`src/pfrm_pkg.sv`:
```
`timescale 1ns / 1ps

package pfrm_pkg;

    localparam int PAGE_COUNT   = 8;
    localparam int COLUMN_COUNT = 132;
    localparam int DEPTH        = PAGE_COUNT * COLUMN_COUNT;
    localparam int ADDR_W       = $clog2(DEPTH);
    localparam int ROW_COUNT    = 8 * PAGE_COUNT;

    localparam logic [7:0] CMD_PAGE_BASE = 8'hB0;
    localparam logic [7:0] CMD_COL_HIGH  = 8'h10;
    localparam logic [7:0] NIBBLE        = 8'h0F;
    localparam logic [7:0] FULL_MASK     = 8'hFF;
    localparam logic [2:0] OFFSET_RESET  = 3'd2;

    typedef enum logic [2:0] {
        OUT_BAD,
        OUT_CMD_LOW,
        OUT_CMD_HIGH,
        OUT_CMD_PAGE,
        OUT_DATA
    } t_out_sel;

    typedef struct packed {
        logic     clear;
        logic     capture;
        logic     open;
        logic     load;
        t_out_sel sel;
        logic     commit;
    } t_cmd;

    typedef struct packed {
        logic clear_last;
        logic is_hdr;
        logic hdr_bad;
        logic rect_active;
        logic first_col;
        logic out_free;
    } t_status;

endpackage

```
`src/pfrm_ctrl.sv`:
```
`timescale 1ns / 1ps

module pfrm_ctrl (
    input  logic              i_clk,
    input  logic              i_rst_n,
    input  logic              i_in_valid,
    output logic              o_in_ready,
    input  pfrm_pkg::t_status i_status,
    output pfrm_pkg::t_cmd    o_cmd
);

    typedef enum logic [2:0] {
        S_CLEAR,
        S_IDLE,
        S_DECODE,
        S_BAD,
        S_CMD_LOW,
        S_CMD_HIGH,
        S_CMD_PAGE,
        S_MERGE
    } t_state;

    t_state r_state;
    t_state n_state;
    logic   r_ready;

    always_comb begin
        n_state       = r_state;
        o_cmd.clear   = 1'b0;
        o_cmd.capture = 1'b0;
        o_cmd.open    = 1'b0;
        o_cmd.load    = 1'b0;
        o_cmd.sel     = pfrm_pkg::OUT_BAD;
        o_cmd.commit  = 1'b0;
        unique case (r_state)
            S_CLEAR: begin
                o_cmd.clear = 1'b1;
                if (i_status.clear_last) begin
                    n_state = S_IDLE;
                end
            end
            S_IDLE: begin
                if (i_in_valid && r_ready) begin
                    o_cmd.capture = 1'b1;
                    n_state       = S_DECODE;
                end
            end
            S_DECODE: begin
                if (i_status.is_hdr) begin
                    if (i_status.hdr_bad) begin
                        n_state = S_BAD;
                    end else begin
                        o_cmd.open = 1'b1;
                        n_state    = S_IDLE;
                    end
                end else if (!i_status.rect_active) begin
                    n_state = S_IDLE;
                end else if (i_status.first_col) begin
                    n_state = S_CMD_LOW;
                end else begin
                    n_state = S_MERGE;
                end
            end
            S_BAD: begin
                o_cmd.sel = pfrm_pkg::OUT_BAD;
                if (i_status.out_free) begin
                    o_cmd.load = 1'b1;
                    n_state    = S_IDLE;
                end
            end
            S_CMD_LOW: begin
                o_cmd.sel = pfrm_pkg::OUT_CMD_LOW;
                if (i_status.out_free) begin
                    o_cmd.load = 1'b1;
                    n_state    = S_CMD_HIGH;
                end
            end
            S_CMD_HIGH: begin
                o_cmd.sel = pfrm_pkg::OUT_CMD_HIGH;
                if (i_status.out_free) begin
                    o_cmd.load = 1'b1;
                    n_state    = S_CMD_PAGE;
                end
            end
            S_CMD_PAGE: begin
                o_cmd.sel = pfrm_pkg::OUT_CMD_PAGE;
                if (i_status.out_free) begin
                    o_cmd.load = 1'b1;
                    n_state    = S_MERGE;
                end
            end
            S_MERGE: begin
                o_cmd.sel = pfrm_pkg::OUT_DATA;
                if (i_status.out_free) begin
                    o_cmd.load   = 1'b1;
                    o_cmd.commit = 1'b1;
                    n_state      = S_IDLE;
                end
            end
            default: begin
                n_state = S_IDLE;
            end
        endcase
    end

    always_ff @(posedge i_clk) begin
        if (!i_rst_n) begin
            r_state <= S_CLEAR;
            r_ready <= 1'b0;
        end else begin
            r_state <= n_state;
            r_ready <= (n_state == S_IDLE) && !(r_state == S_IDLE && i_in_valid && r_ready);
        end
    end

    assign o_in_ready = r_ready;

endmodule

```
`config.mk`:
```
export PLATFORM = sky130hd
export DESIGN_NAME = pfrm_ctrl
export DESIGN_NICKNAME = d
export VERILOG_FILES = /design/src/pfrm_pkg.sv /design/src/pfrm_ctrl.sv
export SDC_FILE = /design/constraint.sdc
export NUM_CORES = 1
export LEC_CHECK = 0
export BUFFER_PORTS_ARGS = -buffer_cell sky130_fd_sc_hd__buf_2
export CORE_MARGIN = 2
export CORE_UTILIZATION = 25
export DETAILED_ROUTE_END_ITERATION = 6
export GPL_TIMING_DRIVEN = 1
export SYNTH_ARGS = -nofsm -noshare
export SYNTH_HDL_FRONTEND = slang
export SYNTH_SLANG_ARGS = --single-unit
```
`constraint.sdc`:
```
create_clock -name i_clk -period 1.1 [get_ports i_clk]
set_input_delay 0.055 -clock i_clk [delete_from_list [all_inputs] [get_ports i_clk]]
set_output_delay 0.055 -clock i_clk [all_outputs]
set_load 0.05 [all_outputs]
```
# ---- Word-level counts from Yosys, hierarchy flattened
# Cells that the tools add are included.
dict set report totals {
  ff_bits 4
  word_cells 37
}
dict set report op_classes {
  n_eq_ne 8
  muxes 20
  n_reduce_logical 7
}
# op n
set op_table {}
lappend op_table {{$mux W3} 8}
lappend op_table {{$pmux W3 S7} 1}
lappend op_table {{$pmux W4 S5} 1}
lappend op_table {{$eq A3 B3 Y1 const B} 4}
lappend op_table {{$mux W1} 8}
lappend op_table {{$eq A3 B1 Y1 const B} 2}
lappend op_table {{$eq A3 B2 Y1 const B} 2}
lappend op_table {{$logic_and A1 B1 Y1} 4}
lappend op_table {{$mux W2} 2}
lappend op_table {{$logic_not A3 Y1} 1}
lappend op_table {{$reduce_or A2 Y1} 1}
lappend op_table {{$logic_not A1 Y1} 1}

# ---- Logic depth before layout (Yosys ltp)
# Gate-level depths: netlist of the first run.
dict set report depth {
  word_depth 6
  mapped_depth 5
}

# ---- Worst setup path after synthesis of the first run
# No wires, ideal clock.
dict set report synth_timing {
  path_type {reg2reg}
  start {register r_ready (netlist: o_in_ready)}
  end {register r_ready (netlist: o_in_ready)}
  arrival_time_ns 2.183
  required_ns 0.984
  path_slack_ns -1.199
  path_stages_with_launch 5
  period_less_slack_ns 2.299
  cell_sequence {dfxtp_1 -> nand2_1 -> nor3_1 -> a21oi_1 -> and3_1}
}
dict set report synth_between {
  elab_chain_len 5
}
# element line_no
set synth_lines {}
lappend synth_lines {{start: declaration} pfrm_ctrl.sv:25} ;# logic r_ready;
lappend synth_lines {{start signal: assignment} pfrm_ctrl.sv:112} ;# r_ready <= (n_state == S_IDLE) && !(r_state == S_IDLE && i_in_valid && r_ready);
lappend synth_lines {{$logic_and A1 B1 Y1} pfrm_ctrl.sv:43} ;# if (i_in_valid && r_ready) begin
lappend synth_lines {{$mux W3} pfrm_ctrl.sv:43}
lappend synth_lines {{$pmux W3 S7} pfrm_ctrl.sv:35} ;# unique case (r_state)
lappend synth_lines {{$eq A3 B1 Y1} pfrm_ctrl.sv:112}
lappend synth_lines {{$logic_and A1 B1 Y1 (*)} pfrm_ctrl.sv:112}
# Every way passes the cells marked *; elsewhere a longest branch is shown, timed or not.
# A chain may end at the register's enable or synchronous reset.

==> results of run 1 <==
-- cell families (layout without fill, tap and decap cells) --
group                     after synthesis  after routing
AOI/OAI and AO/OA                      11             11
xor gates and xnor gates                1              1
buffers and inverters                   6             33
DFF                                     4              4
and+or+nand+nor                        20             20
-- cells in the final DEF (no fill, tap or decap), types with 2 or more instances in the layout --
cell type | netlist | routed
sky130_fd_sc_hd__dfxtp_4 | 0 | 4
sky130_fd_sc_hd__buf_2 | 1 | 9
sky130_fd_sc_hd__buf_4 | 1 | 5
sky130_fd_sc_hd__clkbuf_4 | 0 | 3
sky130_fd_sc_hd__inv_1 | 3 | 3
sky130_fd_sc_hd__nor2_1 | 4 | 3
sky130_fd_sc_hd__nand3b_1 | 2 | 2
sky130_fd_sc_hd__a21oi_2 | 0 | 4
sky130_fd_sc_hd__nand2b_4 | 0 | 2
sky130_fd_sc_hd__nor3_4 | 0 | 2
sky130_fd_sc_hd__buf_6 | 1 | 11
-- where the power goes --
part | internal (mW) | switching [mW] | leakage (nW)
registers | 0.153 | 0.0202 | 0.0355
clock network | 0.136 | 0.0638 | 0.0150
logic | 0.0855 | 0.105 | 0.240
-- tightest hold or removal path, stage by stage --
cell and delay (ns):
sky130_fd_sc_hd__buf_2 0.08, sky130_fd_sc_hd__inv_1 0.06, sky130_fd_sc_hd__nor2_1 0.09
-- flip-flops by register name (all words and copies together), names as in the netlist --
register    count
o_in_ready      1
r_state         3
-- what timing repair did --
item | CTS | global route
endpoints found under the setup margin | 12 | 12
resized for setup | 30 | 6
setup buffers | 2 | 1
pin swaps | 3 | 3
-- metal layers --
metal,wire length (um),global-route usage,up-vias
li1,-,-,204
met1,367,0.180,191
met2,475,0.246,16
met3,48,0.0167,2
met4,18,0.108,0
met5,0,0,-
-- how the worst min path moves through the flow --
| stage | start | endpoint | slack [ns] | cells after the start |
|---|---|---|---|---|
| final | i_rst_n | r_state[2] | 0.08 | 3 |
| after global routing | i_status[5] | r_state[0] | 0.11 | 3 |
| after CTS | i_rst_n | r_state[2] | 0.07 | 3 |
| after detailed placement | i_rst_n | r_state[2] | 0.33 | 3 |
| after global placement | i_rst_n | r_state[2] | 0.33 | 3 |
| after floorplan | i_status[5] | r_state[0] | 0.21 | 2 |
-- stage by stage --
stage | setup WS, ns | setup TNS, ns | hold WS (ns)
floorplan | -0.256 | -0.966 | 0.214
global placement | -0.188 | -0.652 | 0.326
detailed placement | -0.210 | -0.779 | 0.325
CTS | -0.101 | -0.595 | 0.0695
global route | -0.155 | -0.989 | 0.106
finish | -0.101 | -0.506 | 0.0842
-- layout make-up --
type / count / area [um^2]
timing repair buffer: 26 / 221
inverter: 3 / 11.3
multi-input combinational: 32 / 292
sequential: 4 / 95.1
tap: 15 / 18.8
clock buffer: 4 / 26.3
fill: 129 / 604
==> impl_metrics.env, run 1 <==
export IMPL_critical_path_depth=3
export IMPL_finalClockSkew_ns=0.00843
export IMPL_synth_seq_area_share=0.244
export IMPL_cts_hold_buffers=0
export IMPL_cts_buffers=3
export IMPL_nNetsFinal=79
export IMPL_synth_xor_xnor_area_share=0.0267
export IMPL_routabilityCongestion=0.828
export IMPL_gr_total_overflow=0
export IMPL_worst_endpoint_required_ns=1.04
export IMPL_synthesis_nets=51
export IMPL_arrival_ns=1.15
export IMPL_worstPathMaxFanout=12
export IMPL_async_flop_share=0
export IMPL_grt_pass1_wl_um=1580
export IMPL_cpMaxStageDelayCell="sky130_fd_sc_hd__dfxtp_4"
export IMPL_final_layout_size_suffix_gt1_frac=0.725
export IMPL_worst_path_buf_inv=1
export IMPL_synth_simple_gate_area_frac=0.363
export IMPL_power_mw=0.564
export IMPL_synth_seq_cells=4
export IMPL_r2r_setup_slack_ns=-0.08
export IMPL_unrepaired_setup_endpoints_after_global_routing="true"
export IMPL_placedCellCount=77
export IMPL_maximum_vdd_ir_drop_mv=0.596
export IMPL_adder_and_majority_gate_portion_of_the_synthesized_area=0
export IMPL_port_buffers=17
export IMPL_power_density_cell_area_nw_per_um2=849
export IMPL_placement_cell_area_um2=503
export IMPL_drt_vias_per_instance=4.92
export IMPL_critical_path_top_delay_family="flip-flops"
export IMPL_synth_enable_flop_cells=0
export IMPL_rows=13
export IMPL_synth_top_cells_by_count="4 x sky130_fd_sc_hd__a21oi_1, 4 x sky130_fd_sc_hd__dfxtp_1, 4 x sky130_fd_sc_hd__nor2_1, 3 x sky130_fd_sc_hd__inv_1, 3 x sky130_fd_sc_hd__nand2b_1"
export IMPL_vias=413
export IMPL_critPathCapture="o_cmd[0]"
export IMPL_chipWidth_um=40.2
export IMPL_clock_tree_buffer_depth=2
export IMPL_measured_slew_at_the_worst_slew_check_pin_ns=0.304
export IMPL_max_slew_margin_rel=0.794
export IMPL_critical_path_startpoint="r_state[0]"
export IMPL_ys_warn_count=0
export IMPL_antenna_cell_count=0
export IMPL_min_delay_path_class="in2reg"
export IMPL_clock_sink_count=4
export IMPL_share_of_synthesized_area_spent_on_multiplexers=0
export IMPL_end_kind="output pin"
export IMPL_timing_max_cap_violations=0
export IMPL_avgRoutedWirePerCell_um=10.8
export IMPL_reg2regPathDepth=4
export IMPL_clock_root_buffer="sky130_fd_sc_hd__clkbuf_4"
export IMPL_dominantRegCellSynth="sky130_fd_sc_hd__dfxtp_1"
export IMPL_htree_levels=1
export IMPL_unique_masters_post_synth=26
export IMPL_die_h_um=40.2
export IMPL_netlist_instances=42
export IMPL_clkLatencyLatePin_ns=0.24
export IMPL_clock_fmax_mhz=832
export IMPL_place_detailed_hpwl_um=653
export IMPL_synth_compound_area_frac=0.260
export IMPL_fin_cells=84
export IMPL_drt_pass1_iter_count=4
export IMPL_run_status="complete, but fails checks"
export IMPL_cts_tree="yes"
export IMPL_critical_path_cell_chain="and3_2 -> and2_4 -> buf_8"
export IMPL_area_inside_the_core_boundary_um2=1270
export IMPL_critical_r2r_launch="r_state[1]"
export IMPL_path_class="reg2out"
export IMPL_ioPinCount=18
export IMPL_worst_setup_hold_path_clk_slew_ns=0.04
export IMPL_dieArea_um2=1620
export IMPL_critical_path_reg2reg_endpoint="o_in_ready"
export IMPL_drt_wirelength_um=909
export IMPL_critPathMaxStageDelay_ns=0.41
export IMPL_fin_max_slew_vios=0
export IMPL_grt_total_usage=0.150
export IMPL_synth_top_area_frac=0.244
export IMPL_timing_final_hold_violations=0
export IMPL_grt_pass1_vias=393
export IMPL_drt_first_iter_violations=9
export IMPL_synthToLayoutAreaGrowth_pct=103
export IMPL_initial_standard_cell_utilization_of_the_core=0.258
export IMPL_grt_max_degree=13
export IMPL_avgSynthCellArea_um2=7.81
export IMPL_finish_utilization=0.524
export IMPL_antenna_violations_before_repair=0
export IMPL_main_combinational_cell_family_by_area_after_synthesis="simple AND/OR/NAND/NOR gates"
export IMPL_synth_largest_area_cell="sky130_fd_sc_hd__dfxtp_1"
export IMPL_final_min_period_over_clock_period=1.09
export IMPL_finalWorstPathRequiredPeriod_ns=1.20
export IMPL_static_leakage_power_nw=0.291
export IMPL_violations="setup timing"
export IMPL_report_final_setup_viol=7
export IMPL_final_area_um2=664
export IMPL_detail_route_antenna_nets=0
export IMPL_drc=0
export IMPL_critPathLaunchType="flop"
export IMPL_synth_top_cells_by_area="sky130_fd_sc_hd__dfxtp_1 24%, sky130_fd_sc_hd__a21oi_1 6.1%, sky130_fd_sc_hd__nand2b_1 5.7%"
export IMPL_fin_ws_ns=-0.101
export IMPL_mappedNetlistArea_um2=328
Note: power is estimated with default switching activity, not from simulation.
==> run 2: changes to the inputs <==
==> constraint.sdc (replaced) <==
create_clock -name i_clk -period 1.1 [get_ports i_clk]
set_input_delay 0 -clock i_clk [delete_from_list [all_inputs] [get_ports i_clk]]
set_output_delay 0 -clock i_clk [all_outputs]
set_load 0.05 [all_outputs]
==> run 2 against run 1 <==
Effect of this change:
- the flow still finishes with violations (setup timing)
- non-clock buffer count rose by 8
- count of clock-buffer cells in the layout did not move
- final cell count rose by 9.5%
- die area did not move
- clock skew rose by 0.0035 ns
- flip-flop and latch count did not move
==> impl_metrics.env, run 2 (synthesis results as in run 1) <==
export IMPL_run_status="complete, but fails checks"
export IMPL_violations="setup timing"
export IMPL_hold_worst_slack_ns=0.0142
export IMPL_power_mw=0.656
export IMPL_place_detailed_hpwl_um=686
export IMPL_clkLatencyLatePin_ns=0.25
export IMPL_power_density_cell_area_nw_per_um2=871
export IMPL_detail_route_antenna_nets=0
export IMPL_drt_pass1_iter_count=4
export IMPL_rows=13
export IMPL_largest_reg_flops=3
export IMPL_fin_max_slew_vios=0
export IMPL_clock_sink_count=4
export IMPL_maximum_vdd_ir_drop_mv=0.542
export IMPL_htree_levels=1
export IMPL_path_class="reg2reg"
export IMPL_cts_tree="yes"
export IMPL_dieArea_um2=1620
export IMPL_end_kind="flop"
export IMPL_arrival_ns=1.48
export IMPL_static_leakage_power_nw=0.336
export IMPL_clock_fmax_mhz=774
export IMPL_drt_vias_per_instance=4.90
export IMPL_measured_slew_at_the_worst_slew_check_pin_ns=0.238
export IMPL_pre_cts_slack_ns=-0.184
export IMPL_drt_wirelength_um=1340
export IMPL_ioPinCount=18
export IMPL_cts_buffers=3
export IMPL_min_delay_path_class="in2reg"
export IMPL_count_of_fill_cells_added_during_filler_insertion=113
export IMPL_avgRoutedWirePerCell_um=14.5
export IMPL_drc=0
export IMPL_clock_root_buffer="sky130_fd_sc_hd__clkbuf_4"
export IMPL_antenna_violations_before_repair=0
export IMPL_grt_max_degree=12
export IMPL_area_inside_the_core_boundary_um2=1270
export IMPL_routabilityCongestion=0.771
export IMPL_critPathLaunchType="flop"
export IMPL_vias=451
export IMPL_grt_pass1_vias=440
export IMPL_finish_utilization=0.594
export IMPL_grt_pass1_wl_um=1860
export IMPL_largest_register="r_state"
export IMPL_clock_tree_buffer_depth=2
export IMPL_report_final_setup_viol=11
export IMPL_nNetsFinal=87
export IMPL_initial_standard_cell_utilization_of_the_core=0.258
export IMPL_worst_setup_hold_path_clk_slew_ns=0.05
export IMPL_final_min_period_over_clock_period=1.17
export IMPL_cts_hold_buffers=0
export IMPL_layout_common_cells="13 x sky130_fd_sc_hd__buf_6, 10 x sky130_fd_sc_hd__buf_4, 9 x sky130_fd_sc_hd__buf_2"
export IMPL_max_slew_margin_rel=0.841
export IMPL_worstPathMaxFanout=5
export IMPL_final_layout_size_suffix_gt1_frac=0.753
export IMPL_chipWidth_um=40.2
export IMPL_synthToLayoutAreaGrowth_pct=130
export IMPL_finalClockSkew_ns=0.0120
export IMPL_worst_endpoint_required_ns=1.29
export IMPL_antenna_cell_count=0
export IMPL_layout_cells_most_common="sky130_fd_sc_hd__buf_6"
export IMPL_gr_total_overflow=0
export IMPL_timing_max_cap_violations=0
export IMPL_drt_first_iter_violations=6
export IMPL_unrepaired_setup_endpoints_after_global_routing="true"
export IMPL_finalWorstPathRequiredPeriod_ns=1.29
export IMPL_die_h_um=40.2
export IMPL_timing_final_hold_violations=0
export IMPL_port_buffers=17
export IMPL_grt_total_usage=0.187
export IMPL_fin_ws_ns=-0.192
==> run 2: cell count changes in the layout (fill, tap and decap cells not counted), sizes merged <==
cell  delta
buf      +8
==> run 2: final timing paths <==
| kind | start | end | slack [ns] | cells past startpoint |
|---|---|---|---|---|
| max | r_state[0] | o_in_ready | -0.19 | 5 |
| min | i_status[5] | r_state[0] | 0.01 | 3 |
| max reg2reg | r_state[0] | o_in_ready | -0.19 | 5 |
| min reg2reg | r_state[2] | r_state[2] | 0.64 | 2 |
==> run 2: final cells by class <==
type                            instances  area [um^2]  share of cell area
Sequential cell                         4         95.1               0.126
Inverter                                3         11.3              0.0150
Clock buffer                            4         26.3              0.0349
Multi-Input combinational cell         32          305               0.405
Timing Repair Buffer                   34          297               0.394
Tap cell                               15         18.8              0.0249
==> run 2: report_power, final <==
part / switching [mW] / total [mW] / leakage (nW) / internal, mW
clock: 0.0758 / 0.213 / 0.0150 / 0.137
sequential: 0.0155 / 0.168 / 0.0355 / 0.153
combinational: 0.137 / 0.275 / 0.285 / 0.138
==> run 2: timing repair <==
item / in CTS / in global routing
pin swaps: 3 / 4
gates resized for setup: 31 / 11
setup endpoints to repair: 12 / 11
setup buffers: 6 / 3
==> run 2: through the flow <==
step | area (um^2) | TNS (ns) | std cells
finish | 753 | -1.05 | 92
global route | 753 | -1.60 | 92
CTS | 688 | -1.00 | 89
detailed placement | 513 | -0.714 | 79
global placement | 513 | -0.703 | 79
floorplan | 379 | -0.801 | 42
==> run 2: critical path, stage by stage, from the launching register on <==
cell                       delay, ns
sky130_fd_sc_hd__dfxtp_4        0.36
sky130_fd_sc_hd__buf_6          0.12
sky130_fd_sc_hd__a311oi_2       0.20
sky130_fd_sc_hd__a31oi_1        0.08
sky130_fd_sc_hd__a221oi_2       0.26
sky130_fd_sc_hd__and3_1         0.20
==> run 2: routing by layer <==
layer	track usage	wire (um)	vias to the layer above
met5	0	0	-
met4	0.100	21	0
met3	0.0333	33	2
met2	0.359	764	10
met1	0.186	515	220
li1	-	-	219
==> run 3: changes to the inputs <==
Settings changed: PLACE_DENSITY set to 0.59, RECOVER_POWER set to 100.
==> run 3 against run 2 <==
Effect of this change:
- the flow still finishes with violations (setup timing)
- critical path depth stayed put
- combinational power is 23% lower
- power is 12% lower
- largest power group unchanged
- highest routed layer is now met3
- flip-flop and latch count stayed put
==> impl_metrics.env, run 3 (synthesis results as in run 1) <==
export IMPL_vias=405
export IMPL_final_area_um2=669
export IMPL_finalSetupTns_ns=-0.366
export IMPL_grt_total_usage=0.149
export IMPL_worst_hold_startpoint="i_rst_n"
export IMPL_area_inside_the_core_boundary_um2=1270
export IMPL_antenna_violations_before_repair=0
export IMPL_arrival_ns=1.31
export IMPL_initial_standard_cell_utilization_of_the_core=0.258
export IMPL_grt_pass1_wl_um=1600
export IMPL_clock_sink_count=4
export IMPL_count_of_fill_cells_added_during_filler_insertion=126
export IMPL_routabilityCongestion=0.765
export IMPL_clock_tree_buffer_depth=2
export IMPL_grt_pass1_vias=398
export IMPL_p_clk_frac=0.336
export IMPL_critical_path_cell_chain="buf_6 -> or2b_1 -> o311ai_2 -> a21oi_2 -> and3_1"
export IMPL_cpMaxStageDelayCell="sky130_fd_sc_hd__dfxtp_4"
export IMPL_violations="setup timing"
export IMPL_largest_reg_flops=3
export IMPL_cellInternalPower_mw=0.387
export IMPL_worst_setup_hold_path_clk_slew_ns=0.04
export IMPL_min_delay_path_class="in2reg"
export IMPL_critical_r2r_launch="r_state[0]"
export IMPL_power_frac_comb=0.371
export IMPL_layout_common_cells="11 x sky130_fd_sc_hd__buf_6, 8 x sky130_fd_sc_hd__buf_2, 4 x sky130_fd_sc_hd__dfxtp_4, 4 x sky130_fd_sc_hd__buf_4"
export IMPL_grt_max_degree=8
export IMPL_power_density_cell_area_nw_per_um2=858
export IMPL_drt_vias_per_instance=4.82
export IMPL_worstPathMaxFanout=6
export IMPL_seqCellArea_um2=95.1
export IMPL_max_slew_margin_rel=0.816
export IMPL_chipWidth_um=40.2
export IMPL_path_class="reg2reg"
export IMPL_seq_power_share=0.293
export IMPL_finalWorstPathRequiredPeriod_ns=1.19
export IMPL_end_kind="flop"
export IMPL_placement_cell_area_um2=513
export IMPL_antenna_cell_count=0
export IMPL_gr_total_overflow=0
export IMPL_maximum_vdd_ir_drop_mv=0.532
export IMPL_drc=0
export IMPL_static_leakage_power_nw=0.290
export IMPL_layout_cells_most_common="sky130_fd_sc_hd__buf_6"
export IMPL_critPathMaxStageDelay_ns=0.38
export IMPL_multi_input_area_um2=289
export IMPL_timing_final_hold_violations=0
export IMPL_clock_fmax_mhz=840
export IMPL_timing_max_cap_violations=0
export IMPL_ioPinCount=18
export IMPL_fin_ws_ns=-0.0910
export IMPL_fin_cells=84
export IMPL_drt_pass1_iter_count=4
export IMPL_place_detailed_hpwl_um=696
export IMPL_min_delay_worst_endpoint="r_state[2]"
export IMPL_placedCellCount=79
export IMPL_run_status="complete, but fails checks"
export IMPL_final_min_period_over_clock_period=1.08
export IMPL_port_buffers=17
export IMPL_detail_route_antenna_nets=0
export IMPL_nNetsFinal=79
export IMPL_rows=13
export IMPL_fin_max_slew_vios=0
export IMPL_unrepaired_setup_endpoints_after_global_routing="true"
export IMPL_largest_register="r_state"
export IMPL_dieArea_um2=1620
export IMPL_critPathLaunchType="flop"
export IMPL_measured_slew_at_the_worst_slew_check_pin_ns=0.277
export IMPL_htree_levels=1
export IMPL_swShare=0.327
export IMPL_reg2regPathDepth=5
export IMPL_drt_wirelength_um=906
export IMPL_report_final_setup_viol=7
export IMPL_critical_path_reg2reg_endpoint="o_in_ready"
export IMPL_synthToLayoutAreaGrowth_pct=104
export IMPL_hold_worst_slack_ns=0.0277
export IMPL_timing_hold_worst_path_depth=3
export IMPL_r2r_setup_slack_ns=-0.09
export IMPL_final_layout_size_suffix_gt1_frac=0.725
export IMPL_cts_buffers=3
export IMPL_drt_first_iter_violations=10
export IMPL_worst_endpoint_required_ns=1.22
export IMPL_p_switching_mw=0.188
export IMPL_avgRoutedWirePerCell_um=10.8
export IMPL_clkLatencyLatePin_ns=0.23
export IMPL_cts_tree="yes"
export IMPL_die_h_um=40.2
export IMPL_clock_root_buffer="sky130_fd_sc_hd__clkbuf_4"
export IMPL_finalClockSkew_ns=0.00691
export IMPL_cts_hold_buffers=0
-- run 3: cell types whose count changed in the layout (fill, tap and decap cells not counted), sizes merged --
| cell | before | now |
|---|---|---|
| buf | 34 | 25 |
| clkbuf | 4 | 5 |
-- run 3: layout make-up --
type	instances	area share
Multi-Input combinational cell	32	0.432
Tap cell	15	0.0280
Inverter	3	0.0168
Sequential cell	4	0.142
Timing Repair Buffer	26	0.342
Clock buffer	4	0.0393
-- run 3: repair_timing --
item,in CTS,in global routing
resized for setup,31,7
endpoints found under the setup margin,12,11
buffers inserted,1,0
pin swaps,7,5
-- run 3: worst max path at each step --
| stage | from | endpoint | slack [ns] |
|---|---|---|---|
| 2_1_floorplan | r_state[2] | o_in_ready | -0.26 |
| 3_3_place_gp | r_state[0] | o_in_ready | -0.16 |
| 3_5_place_dp | r_state[0] | o_in_ready | -0.18 |
| 4_1_cts | r_state[0] | o_cmd[6] | -0.11 |
| 5_1_grt | r_state[0] | o_cmd[5] | -0.14 |
| 6_report | r_state[0] | o_in_ready | -0.09 |
-- run 3: through the flow --
stage	util	setup slack (ns)	total power, mW
after floorplan	-	-0.256	0.288
after global placement	0.404	-0.163	0.341
after detailed placement	0.404	-0.175	0.342
after CTS	0.508	-0.114	0.577
after global routing	0.528	-0.144	0.626
final	0.528	-0.0910	0.574
-- run 3: critical path: cells and delay by family (launching register included) --
kind / cells / cell delay [ns]
buffers and inverters: 1 / 0.13
DFF: 1 / 0.38
AOI/OAI and AO/OA: 2 / 0.18
and+or+nand+nor: 2 / 0.39
-- run 3: power by group through the flow --
stage	combinational (mW)	clock [mW]	sequential, mW
6_report	0.213	0.193	0.168
3_5_place_dp	0.169	0	0.173
2_1_floorplan	0.103	0	0.185
5_1_grt	0.228	0.228	0.170
3_3_place_gp	0.168	0	0.173
4_1_cts	0.207	0.204	0.166
-- run 3: routing by layer --
metal,GRT usage,vias to the layer above,share of wire
met3,0.0167,0,0.038
met2,0.246,12,0.50
met5,0,-,0
li1,-,204,-
met1,0.191,189,0.46
met4,0.0750,0,0
